File: src/hw/rtl/rbca_pkg.sv
`timescale 1ns / 1ps

package rbca_pkg;

  // retransmit store geometry
  localparam int unsigned BUFFER_DEPTH = 32;
  localparam int unsigned PTR_W        = (BUFFER_DEPTH > 1) ? $clog2(BUFFER_DEPTH) : 1;
  localparam int unsigned CNT_W        = $clog2(BUFFER_DEPTH + 1);
  localparam int unsigned SUM_W        = CNT_W + 1;

  // field widths
  localparam int unsigned CMD_W   = 2;
  localparam int unsigned CODE_W  = 8;
  localparam int unsigned SEQ_W   = 32;
  localparam int unsigned ENTRY_W = SEQ_W + CODE_W;

  // queue between front and back
  localparam int unsigned QUEUE_DEPTH = 2;
  localparam int unsigned QPTR_W      = (QUEUE_DEPTH > 1) ? $clog2(QUEUE_DEPTH) : 1;
  localparam int unsigned QCNT_W      = $clog2(QUEUE_DEPTH + 1);

  // command selector codes
  localparam logic [CMD_W-1:0] CMD_PUSH = CMD_W'(0);
  localparam logic [CMD_W-1:0] CMD_ACK  = CMD_W'(1);
  localparam logic [CMD_W-1:0] CMD_EMIT = CMD_W'(2);

  typedef enum logic [1:0] {
    OP_PUSH,
    OP_ACK,
    OP_EMIT
  } op_e;

  typedef struct packed {
    op_e              op;
    logic [SEQ_W-1:0] arg;
  } item_t;

  typedef enum logic [2:0] {
    ST_IDLE,
    ST_PURGE_RD,
    ST_PURGE_CHK,
    ST_EMIT_RD,
    ST_EMIT_OUT,
    ST_EMPTY_OUT
  } back_state_e;

  // circular slot arithmetic, base below depth and offset at most depth
  function automatic logic [PTR_W-1:0] slot_add(input logic [PTR_W-1:0] base,
                                                input logic [CNT_W-1:0] off);
    logic [SUM_W-1:0] sum;
    sum = SUM_W'(base) + SUM_W'(off);
    if (sum >= SUM_W'(BUFFER_DEPTH)) begin
      sum = sum - SUM_W'(BUFFER_DEPTH);
    end
    return sum[PTR_W-1:0];
  endfunction

endpackage

File: src/hw/rtl/retransmit_buffer_cumulative_ack.sv
`timescale 1ns / 1ps

// channel  direction  handshake                payload
// in       sink       in_valid_i/in_stall_o    cmd_i, command_code_i, ack_index_i
// out      source     out_valid_o/out_stall_i  entry_valid_o, entry_sequence_o,
//                                              entry_command_o, last_o, pending_o
//
// push and acknowledge are handled in the idle state of the back part
// an emit leaves the queue in the idle state, then each acked head entry is read and purged,
// the first live entry is checked or the empty result sent, then each entry is read and sent (registered store read)
// while out_stall_i holds a waiting result, the emit waits until the output is free
// reset clears pointers, counters and sequence numbers; the store itself is not cleared
// a two-entry queue takes transfers until it is full while the back part works or the output waits

module retransmit_buffer_cumulative_ack import rbca_pkg::*; (
  input  logic              clk_i,
  input  logic              rst_ni,
  // command input
  input  logic              in_valid_i,
  output logic              in_stall_o,
  input  logic [CMD_W-1:0]  cmd_i,
  input  logic [CODE_W-1:0] command_code_i,
  input  logic [SEQ_W-1:0]  ack_index_i,
  // result output
  output logic              out_valid_o,
  input  logic              out_stall_i,
  output logic              entry_valid_o,
  output logic [SEQ_W-1:0]  entry_sequence_o,
  output logic [CODE_W-1:0] entry_command_o,
  output logic              last_o,
  output logic              pending_o
);

  // front to queue
  logic  q_push, q_full;
  item_t q_in_item;

  // queue to back
  logic  q_valid, q_pop;
  item_t q_out_item;

  // decode, drop unused selector codes
  rbca_front u_front (
    .in_valid_i     (in_valid_i),
    .in_stall_o     (in_stall_o),
    .cmd_i          (cmd_i),
    .command_code_i (command_code_i),
    .ack_index_i    (ack_index_i),
    .q_full_i       (q_full),
    .q_push_o       (q_push),
    .q_item_o       (q_in_item)
  );

  // decoupling queue
  rbca_fifo u_queue (
    .clk_i       (clk_i),
    .rst_ni      (rst_ni),
    .push_i      (q_push),
    .push_item_i (q_in_item),
    .full_o      (q_full),
    .pop_i       (q_pop),
    .valid_o     (q_valid),
    .item_o      (q_out_item)
  );

  // store, purge and emit sequencer
  rbca_back u_back (
    .clk_i            (clk_i),
    .rst_ni           (rst_ni),
    .q_valid_i        (q_valid),
    .q_item_i         (q_out_item),
    .q_pop_o          (q_pop),
    .out_valid_o      (out_valid_o),
    .out_stall_i      (out_stall_i),
    .entry_valid_o    (entry_valid_o),
    .entry_sequence_o (entry_sequence_o),
    .entry_command_o  (entry_command_o),
    .last_o           (last_o),
    .pending_o        (pending_o)
  );

endmodule

File: src/hw/rtl/rbca_ram.sv
`timescale 1ns / 1ps

module rbca_ram #(
  parameter int unsigned WIDTH = 8,
  parameter int unsigned DEPTH = 16,
  localparam int unsigned AW   = (DEPTH > 1) ? $clog2(DEPTH) : 1
) (
  input  logic             clk_i,
  input  logic             we_i,
  input  logic [AW-1:0]    waddr_i,
  input  logic [WIDTH-1:0] wdata_i,
  input  logic             re_i,
  input  logic [AW-1:0]    raddr_i,
  output logic [WIDTH-1:0] rdata_o
);

  logic [WIDTH-1:0] mem_q [DEPTH];
  logic [WIDTH-1:0] rdata_q;

  always_ff @(posedge clk_i) begin
    if (we_i) begin
      mem_q[waddr_i] <= wdata_i;
    end
    if (re_i) begin
      rdata_q <= mem_q[raddr_i];
    end
  end

  assign rdata_o = rdata_q;

endmodule

File: src/hw/rtl/rbca_front.sv
`timescale 1ns / 1ps

module rbca_front import rbca_pkg::*; (
  input  logic              in_valid_i,
  output logic              in_stall_o,
  input  logic [CMD_W-1:0]  cmd_i,
  input  logic [CODE_W-1:0] command_code_i,
  input  logic [SEQ_W-1:0]  ack_index_i,
  input  logic              q_full_i,
  output logic              q_push_o,
  output item_t             q_item_o
);

  logic keep;

  // decode the selector, unused codes are taken and dropped here
  always_comb begin
    keep         = 1'b1;
    q_item_o.op  = OP_PUSH;
    q_item_o.arg = SEQ_W'(command_code_i);
    case (cmd_i)
      CMD_PUSH: begin
        q_item_o.op  = OP_PUSH;
        q_item_o.arg = SEQ_W'(command_code_i);
      end
      CMD_ACK: begin
        q_item_o.op  = OP_ACK;
        q_item_o.arg = ack_index_i;
      end
      CMD_EMIT: begin
        q_item_o.op  = OP_EMIT;
        q_item_o.arg = ack_index_i;
      end
      default: begin
        keep = 1'b0;
      end
    endcase
  end

  assign in_stall_o = q_full_i;
  assign q_push_o   = in_valid_i && !q_full_i && keep;

endmodule

File: src/hw/rtl/rbca_fifo.sv
`timescale 1ns / 1ps

module rbca_fifo import rbca_pkg::*; (
  input  logic  clk_i,
  input  logic  rst_ni,
  input  logic  push_i,
  input  item_t push_item_i,
  output logic  full_o,
  input  logic  pop_i,
  output logic  valid_o,
  output item_t item_o
);

  item_t             slot_q [QUEUE_DEPTH];
  logic [QPTR_W-1:0] wptr_q, wptr_d;
  logic [QPTR_W-1:0] rptr_q, rptr_d;
  logic [QCNT_W-1:0] cnt_q, cnt_d;
  logic              do_push, do_pop;

  assign full_o  = (cnt_q == QCNT_W'(QUEUE_DEPTH));
  assign valid_o = (cnt_q != '0);
  assign item_o  = slot_q[rptr_q];
  assign do_push = push_i && !full_o;
  assign do_pop  = pop_i && valid_o;

  always_comb begin
    wptr_d = wptr_q;
    rptr_d = rptr_q;
    cnt_d  = cnt_q;
    if (do_push) begin
      wptr_d = (wptr_q == QPTR_W'(QUEUE_DEPTH - 1)) ? '0 : wptr_q + QPTR_W'(1);
    end
    if (do_pop) begin
      rptr_d = (rptr_q == QPTR_W'(QUEUE_DEPTH - 1)) ? '0 : rptr_q + QPTR_W'(1);
    end
    if (do_push && !do_pop) begin
      cnt_d = cnt_q + QCNT_W'(1);
    end else if (do_pop && !do_push) begin
      cnt_d = cnt_q - QCNT_W'(1);
    end
  end

  always_ff @(posedge clk_i or negedge rst_ni) begin
    if (!rst_ni) begin
      wptr_q <= '0;
      rptr_q <= '0;
      cnt_q  <= '0;
    end else begin
      wptr_q <= wptr_d;
      rptr_q <= rptr_d;
      cnt_q  <= cnt_d;
    end
  end

  always_ff @(posedge clk_i) begin
    if (do_push) begin
      slot_q[wptr_q] <= push_item_i;
    end
  end

endmodule

File: src/hw/rtl/rbca_back.sv
`timescale 1ns / 1ps

module rbca_back import rbca_pkg::*; (
  input  logic              clk_i,
  input  logic              rst_ni,
  input  logic              q_valid_i,
  input  item_t             q_item_i,
  output logic              q_pop_o,
  output logic              out_valid_o,
  input  logic              out_stall_i,
  output logic              entry_valid_o,
  output logic [SEQ_W-1:0]  entry_sequence_o,
  output logic [CODE_W-1:0] entry_command_o,
  output logic              last_o,
  output logic              pending_o
);

  back_state_e state_q, state_d;

  logic [PTR_W-1:0] head_q, head_d;
  logic [CNT_W-1:0] count_q, count_d;
  logic [CNT_W-1:0] idx_q, idx_d;
  logic [SEQ_W-1:0] last_q, last_d;
  logic [SEQ_W-1:0] acked_q, acked_d;

  logic              ov_q, ov_d;
  logic              oev_q, oev_d;
  logic [SEQ_W-1:0]  oseq_q, oseq_d;
  logic [CODE_W-1:0] ocmd_q, ocmd_d;
  logic              olast_q, olast_d;
  logic              opend_q, opend_d;

  logic               ram_we, ram_re;
  logic [PTR_W-1:0]   ram_waddr, ram_raddr;
  logic [ENTRY_W-1:0] ram_wdata, ram_rdata;
  logic [SEQ_W-1:0]   rd_seq;
  logic [CODE_W-1:0]  rd_cmd;

  logic out_free, is_full, is_empty, head_acked, at_last;

  assign out_free   = !ov_q || !out_stall_i;
  assign is_full    = (count_q == CNT_W'(BUFFER_DEPTH));
  assign is_empty   = (count_q == '0);
  assign rd_seq     = ram_rdata[ENTRY_W-1:CODE_W];
  assign rd_cmd     = ram_rdata[CODE_W-1:0];
  assign head_acked = (rd_seq <= acked_q);
  assign at_last    = ((idx_q + CNT_W'(1)) == count_q);

  rbca_ram #(
    .WIDTH (ENTRY_W),
    .DEPTH (BUFFER_DEPTH)
  ) u_store (
    .clk_i   (clk_i),
    .we_i    (ram_we),
    .waddr_i (ram_waddr),
    .wdata_i (ram_wdata),
    .re_i    (ram_re),
    .raddr_i (ram_raddr),
    .rdata_o (ram_rdata)
  );

  // next state
  always_comb begin
    state_d = state_q;
    case (state_q)
      ST_IDLE: begin
        if (q_valid_i && q_item_i.op == OP_EMIT) begin
          state_d = ST_PURGE_RD;
        end
      end
      ST_PURGE_RD: begin
        state_d = is_empty ? ST_EMPTY_OUT : ST_PURGE_CHK;
      end
      ST_PURGE_CHK: begin
        state_d = head_acked ? ST_PURGE_RD : ST_EMIT_RD;
      end
      ST_EMIT_RD: begin
        state_d = ST_EMIT_OUT;
      end
      ST_EMIT_OUT: begin
        if (out_free) begin
          state_d = at_last ? ST_IDLE : ST_EMIT_RD;
        end
      end
      ST_EMPTY_OUT: begin
        if (out_free) begin
          state_d = ST_IDLE;
        end
      end
      default: begin
        state_d = ST_IDLE;
      end
    endcase
  end

  // datapath and outputs
  always_comb begin
    head_d    = head_q;
    count_d   = count_q;
    idx_d     = idx_q;
    last_d    = last_q;
    acked_d   = acked_q;
    ov_d      = ov_q && out_stall_i;
    oev_d     = oev_q;
    oseq_d    = oseq_q;
    ocmd_d    = ocmd_q;
    olast_d   = olast_q;
    opend_d   = opend_q;
    q_pop_o   = 1'b0;
    ram_we    = 1'b0;
    ram_waddr = is_full ? head_q : slot_add(head_q, count_q);
    ram_wdata = {last_q + SEQ_W'(1), q_item_i.arg[CODE_W-1:0]};
    ram_re    = 1'b0;
    ram_raddr = head_q;
    case (state_q)
      ST_IDLE: begin
        q_pop_o = q_valid_i;
        if (q_valid_i) begin
          case (q_item_i.op)
            OP_PUSH: begin
              ram_we = 1'b1;
              last_d = last_q + SEQ_W'(1);
              if (is_full) begin
                head_d = slot_add(head_q, CNT_W'(1));
              end else begin
                count_d = count_q + CNT_W'(1);
              end
            end
            OP_ACK: begin
              if (q_item_i.arg > acked_q) begin
                acked_d = q_item_i.arg;
              end
            end
            default: begin
              idx_d = '0;
            end
          endcase
        end
      end
      ST_PURGE_RD: begin
        ram_re = !is_empty;
      end
      ST_PURGE_CHK: begin
        idx_d = '0;
        if (head_acked) begin
          head_d  = slot_add(head_q, CNT_W'(1));
          count_d = count_q - CNT_W'(1);
        end
      end
      ST_EMIT_RD: begin
        ram_re    = 1'b1;
        ram_raddr = slot_add(head_q, idx_q);
      end
      ST_EMIT_OUT: begin
        if (out_free) begin
          ov_d    = 1'b1;
          oev_d   = 1'b1;
          oseq_d  = rd_seq;
          ocmd_d  = rd_cmd;
          olast_d = at_last;
          opend_d = (acked_q != last_q);
          idx_d   = idx_q + CNT_W'(1);
        end
      end
      ST_EMPTY_OUT: begin
        if (out_free) begin
          ov_d    = 1'b1;
          oev_d   = 1'b0;
          oseq_d  = '0;
          ocmd_d  = '0;
          olast_d = 1'b1;
          opend_d = (acked_q != last_q);
        end
      end
      default: begin
        q_pop_o = 1'b0;
      end
    endcase
  end

  always_ff @(posedge clk_i or negedge rst_ni) begin
    if (!rst_ni) begin
      state_q <= ST_IDLE;
      head_q  <= '0;
      count_q <= '0;
      idx_q   <= '0;
      last_q  <= '0;
      acked_q <= '0;
      ov_q    <= 1'b0;
    end else begin
      state_q <= state_d;
      head_q  <= head_d;
      count_q <= count_d;
      idx_q   <= idx_d;
      last_q  <= last_d;
      acked_q <= acked_d;
      ov_q    <= ov_d;
    end
  end

  always_ff @(posedge clk_i) begin
    oev_q   <= oev_d;
    oseq_q  <= oseq_d;
    ocmd_q  <= ocmd_d;
    olast_q <= olast_d;
    opend_q <= opend_d;
  end

  assign out_valid_o      = ov_q;
  assign entry_valid_o    = oev_q;
  assign entry_sequence_o = oseq_q;
  assign entry_command_o  = ocmd_q;
  assign last_o           = olast_q;
  assign pending_o        = opend_q;

`ifndef SYNTHESIS
  a_count_bound: assert property (@(posedge clk_i) disable iff (!rst_ni)
    count_q <= CNT_W'(BUFFER_DEPTH))
    else $error("entry count above buffer depth");

  a_empty_is_last: assert property (@(posedge clk_i) disable iff (!rst_ni)
    (ov_q && !oev_q) |-> olast_q)
    else $error("empty result not marked last");

  a_emit_in_range: assert property (@(posedge clk_i) disable iff (!rst_ni)
    (state_q == ST_EMIT_OUT) |-> (idx_q < count_q))
    else $error("emit index beyond held entries");

  a_push_fills: assert property (@(posedge clk_i) disable iff (!rst_ni)
    (state_q == ST_IDLE && q_valid_i && q_item_i.op == OP_PUSH) |=> !is_empty)
    else $error("store empty after a push");
`endif

endmodule

File: config.mk
export PLATFORM = sky130hd
export DESIGN_NAME = retransmit_buffer_cumulative_ack
export DESIGN_NICKNAME = d
export VERILOG_FILES = /design/src/hw/rtl/rbca_pkg.sv /design/src/hw/rtl/retransmit_buffer_cumulative_ack.sv /design/src/hw/rtl/rbca_ram.sv /design/src/hw/rtl/rbca_front.sv /design/src/hw/rtl/rbca_fifo.sv /design/src/hw/rtl/rbca_back.sv
export SDC_FILE = /design/constraint.sdc
export NUM_CORES = 2
export LEC_CHECK = 0
export BUFFER_PORTS_ARGS = -buffer_cell sky130_fd_sc_hd__buf_4
export CORE_AREA = 3 3 410 290
export CTS_CLUSTER_DIAMETER = 120
export DETAILED_ROUTE_END_ITERATION = 8
export DIE_AREA = 0 0 413 293
export PLACE_DENSITY = 0.68
export RECOVER_POWER = 100
export SETUP_SLACK_MARGIN = 0.05
export SYNTH_ARGS = -nofsm -noshare
export SYNTH_HDL_FRONTEND = slang
export SYNTH_SLANG_ARGS = --single-unit
File: constraint.sdc
create_clock -name clk_i -period 4.9 [get_ports clk_i]
set_input_delay 0.245 -clock clk_i [delete_from_list [all_inputs] [get_ports clk_i]]
set_output_delay 0.245 -clock clk_i [all_outputs]
set_load 0.005 [all_outputs]
==> impl_results.rst <==
.. list-table::
   :header-rows: 1

   * - Metric
     - Value
   * - CTS clock-pin slew for the worst setup and hold paths
     - 0.06 ns
   * - Sum Neg Setup Slack
     - 0 ns
   * - Yosys synthesis warning count
     - 0
   * - Post-CTS setup repair buffer count
     - 0
   * - Launching point of the worst reg2reg path
     - u_back.head_q[0]
   * - Post-route clock period utilization
     - just over 90%
   * - Violations in the final reports
     - capacitance limit, slew limit
   * - DRC marker count from the first detailed-route iteration
     - between 5000 and 6000
   * - CTS Buf Count
     - 140
   * - Result of the run
     - finished, violations left
   * - Filler Cells Inserted
     - ~8500
   * - Non-Filler Cell Area, Final
     - 71200 um^2
   * - Worst-Skew Late Latency
     - ~0.77 ns
   * - Share of the synthesized area in the top cell type
     - 68.0%
   * - Highest routing layer actually used
     - met4
   * - Crit start category
     - flop
   * - Proportion of synthesized flip-flops having asynchronous set or reset
     - 5.86%
   * - Total global-route track usage
     - 28.0%
   * - Req. time, crit path
     - 5.41 ns
   * - GPL Wtd Cong
     - between 0.8 and 0.9
   * - Number of search-and-repair iterations in the first detailed-routing pass
     - 6
   * - Root cell of the clock tree
     - clkbuf_16
   * - Worst ir drop on vdd
     - 0.725 mV
   * - Routed length per placed instance
     - 26.6 um
   * - Count of antenna-violating nets left after detailed routing
     - 0
   * - Total length of routed met2 wires
     - 74.2 mm
   * - Yosys top cell by area
     - edfxtp_1
   * - Endpoint arrival time on the critical path
     - between 5 and 6 ns
   * - Leading register cell type out of synthesis
     - edfxtp_1
   * - Summed instance area of the synthesized netlist
     - 63200 um^2
   * - Transition time at the pin with the least slew margin
     - about 2.8 ns
   * - Detailed placer's ending HPWL
     - roughly 96 mm
   * - Global route overflow
     - 0
   * - Total wire length after detailed routing
     - between 150 and 200 mm
   * - Number of antenna violations at the first check in global routing
     - 2
   * - Avg Vias per Cell
     - between 6 and 7
   * - Layout Cells excl Fill
     - 6394
   * - # placed instances
     - 6089
   * - Wire length of the first global-routing pass
     - between 200 and 250 mm
   * - Power Density
     - about 600 nW/um^2
   * - Cell area after placement
     - 66900 um^2
   * - Pre-CTS setup slack
     - 0.829 ns
   * - Launching element of the worst setup path
     - u_back.head_q[0]
   * - Die area
     - 121000 um^2
   * - Number of hold-slack violations in the final timing report
     - 0
   * - Count of unresolved DRC violations after routing
     - 0
   * - Post-layout worst setup margin
     - 0.385 ns
   * - Hold path endpoint
     - u_queue.slot_q[0][28]
   * - Layout overhead on the synthesized area
     - 12.7%
   * - Placeable core region
     - 115000 um^2
   * - Type of the worst setup path
     - flop to flop
   * - Routed vias
     - 39200
   * - Chip Height
     - ~300 um
   * - Leak Pwr
     - 25.3 nW
   * - Reported max-cap violation count
     - 15
   * - Ports placed on the boundary
     - 91
   * - Met3 wire length
     - around 18 mm
   * - Internal reg-to-reg setup slack
     - 0.39 ns
   * - Cell with the most instances after synthesis
     - edfxtp_1
   * - Net Count, Synth
     - 4713
   * - Post-synthesis sequential element count
     - 1520
   * - Worst slew slack as a fraction of its limit
     - -84.8%
   * - Mapped Avg Cell Area
     - 13.8 um^2
   * - R2r worst-path depth
     - 10
   * - Hold path start
     - ack_index_i[28]
   * - Number of clock sinks
     - 1520
   * - Max FO, Critical Path
     - 16
   * - IO buf count
     - 90
   * - Nets
     - 4874
   * - Number of distinct library cells after synthesis
     - 66
   * - Gate Count Post-Synth
     - 4579
   * - Met1 Wirelength
     - approximately 70 mm
   * - CTS H-Tree Depth
     - 4
   * - Pin count of the biggest net entering global routing
     - 98
   * - Clock Tree Buf Depth
     - 3
   * - Final Slew Violations
     - 433
   * - Post-synth top cells
     - edfxtp_1, nand2_1, mux2i_1
   * - Largest clock skew in the final design
     - roughly 0.024 ns
   * - Unrepaired setup endpoints after global routing
     - no
   * - Starting density of the core
     - a little over half
   * - Via count of the first global-routing pass
     - between 30000 and 40000
   * - Worst hold-check path type
     - input pin to flop
   * - Setup violators final
     - 0
   * - Post-route minimum period
     - between 4 and 5 ns
   * - Area taken by flip-flops and latches
     - 45200 um^2
   * - Cell count of the worst hold path
     - 3
   * - Maximum frequency from static timing analysis
     - 221 MHz
   * - Capture instance of the worst register-to-register path
     - u_back.u_store.rdata_o[3]
   * - Number of enable flip-flop cells after synthesis
     - 1431
   * - CTS tree
     - done
   * - DIE WIDTH
     - 413 um
   * - Share of layout cells above drive strength 1
     - 11.4%
   * - Top post-synthesis cells by area
     - edfxtp_1, nand2_1, mux2i_1
   * - Endpoint class of the critical path
     - flop
   * - Part of the Yosys area used for sequential elements
     - a little under three quarters
   * - Number of rows in the core area
     - 104
   * - Footprint of the multi-input gates
     - 16900 um^2
==> metal layers <==
layer  GRT usage (%)  vias to the layer above
met5               0                        -
met4            9.03                        0
met3            5.26                      298
met1            42.7                    19500
met2            40.9                     2157
li1                -                    17200
==> power breakdown <==
group	leakage [nW]	internal (W)	total, W	switching (W)
clock	2.19	0.00592	0.0107	0.00480
combinational	9.85	0.00504	0.0145	0.00946
sequential	13.2	0.0160	0.0169	0.000903
==> worst max-delay path by stage <==
| stage | to | slack [ns] | cells past startpoint |
|---|---|---|---|
| floorplan | u_back.u_store.mem_q[0][0] | 0.61 | 9 |
| global placement | u_back.u_store.rdata_o[29] | 0.84 | 11 |
| detailed placement | u_back.u_store.rdata_o[31] | 0.83 | 11 |
| CTS | u_back.u_store.rdata_o[31] | 0.82 | 11 |
| global route | u_back.u_store.rdata_o[3] | 0.34 | 10 |
| finish | u_back.u_store.rdata_o[3] | 0.39 | 10 |
==> cells in the final DEF, fill, tap and decap left out, types with 9 or more instances in the layout <==
cell           instances
edfxtp_1            1431
nand2_1             1107
mux2i_1              285
nand3_1              262
clkbuf_16            142
a21oi_1              112
buf_4                103
and3_1                89
dfrtp_1               89
ha_1                  85
o211ai_1              83
a31oi_1               81
nor2_1                70
clkbuf_1              66
xnor2_1               65
mux2_2                60
and2_0                60
clkbuf_4              49
dlygate4sd3_1         46
inv_1                 44
o22ai_1               41
a32o_1                40
nand4_1               31
buf_12                31
xor2_1                30
clkinv_2              27
clkinv_1              25
nor4_1                23
nor4_2                23
o21ai_0               23
clkbuf_2              23
nor3_1                19
nor2_4                19
xnor2_2               14
xor2_2                11
and2_1                10
a22o_1                10
mux2_1                 9
bufinv_16              9
==> cells by family (layout without fill, tap and decap cells) <==
logic type	Yosys count	after routing	synth area share, %
adders and majority gates	88	88	1.78
buffers and inverters	314	590	2.24
AOI/OAI and AO/OA	434	434	4.59
muxes	354	354	5.75
other	0	2	0
DFF	1520	1520	71.6
xor gates and xnor gates	122	122	1.71
and+or+nand+nor	1747	1747	12.4
==> worst max-delay path: stages (launching register included) <==
cell and delay, ns:
dfrtp_1 0.51, ha_1 0.28, fa_1 0.41, and3_1 0.20, or4_1 0.53, o311a_1 0.14
o31ai_1 0.14, nand2_1 0.91, clkbuf_2 0.65, a21oi_1 0.40, nor4_2 0.09
==> per-stage QoR <==
| step | hold WS [ns] | util, % | power, W |
|---|---|---|---|
| after floorplan | -0.0506 | - | 0.0267 |
| after global placement | 0.286 | 58.1 | 0.0313 |
| after detailed placement | 0.277 | 58.1 | 0.0316 |
| after CTS | 0.00900 | 62.4 | 0.0423 |
| after global routing | 0.360 | 61.9 | 0.0441 |
| final | 0.351 | 61.9 | 0.0421 |
==> flip-flops by register name (all words and copies together) (netlist names), 6 cells and up <==
register / count
u_back.u_store.rdata_o: 40
u_back.u_store.mem_q: 1280
u_back.entry_command_o: 8
u_back.entry_sequence_o: 32
u_back.acked_q: 32
u_queue.slot_q: 68
u_back.last_q: 32
u_back.idx_q: 6
u_back.count_q: 6
==> cell type report <==
cell class                 instances  area share, %
antenna                            2        0.00703
clock buffer                     175           5.22
clock inverter                    82           1.04
inverter                          44          0.232
multi-input combinational       2745           23.8
sequential                      1520           63.5
tap                             1537           2.70
timing repair buffer             289           3.48
==> repair_timing <==
item	in CTS	in global routing
hold buffers	46	0
resized for setup	0	0
hold endpoints to repair	123	0
Note: power is estimated with default switching activity, not from simulation.
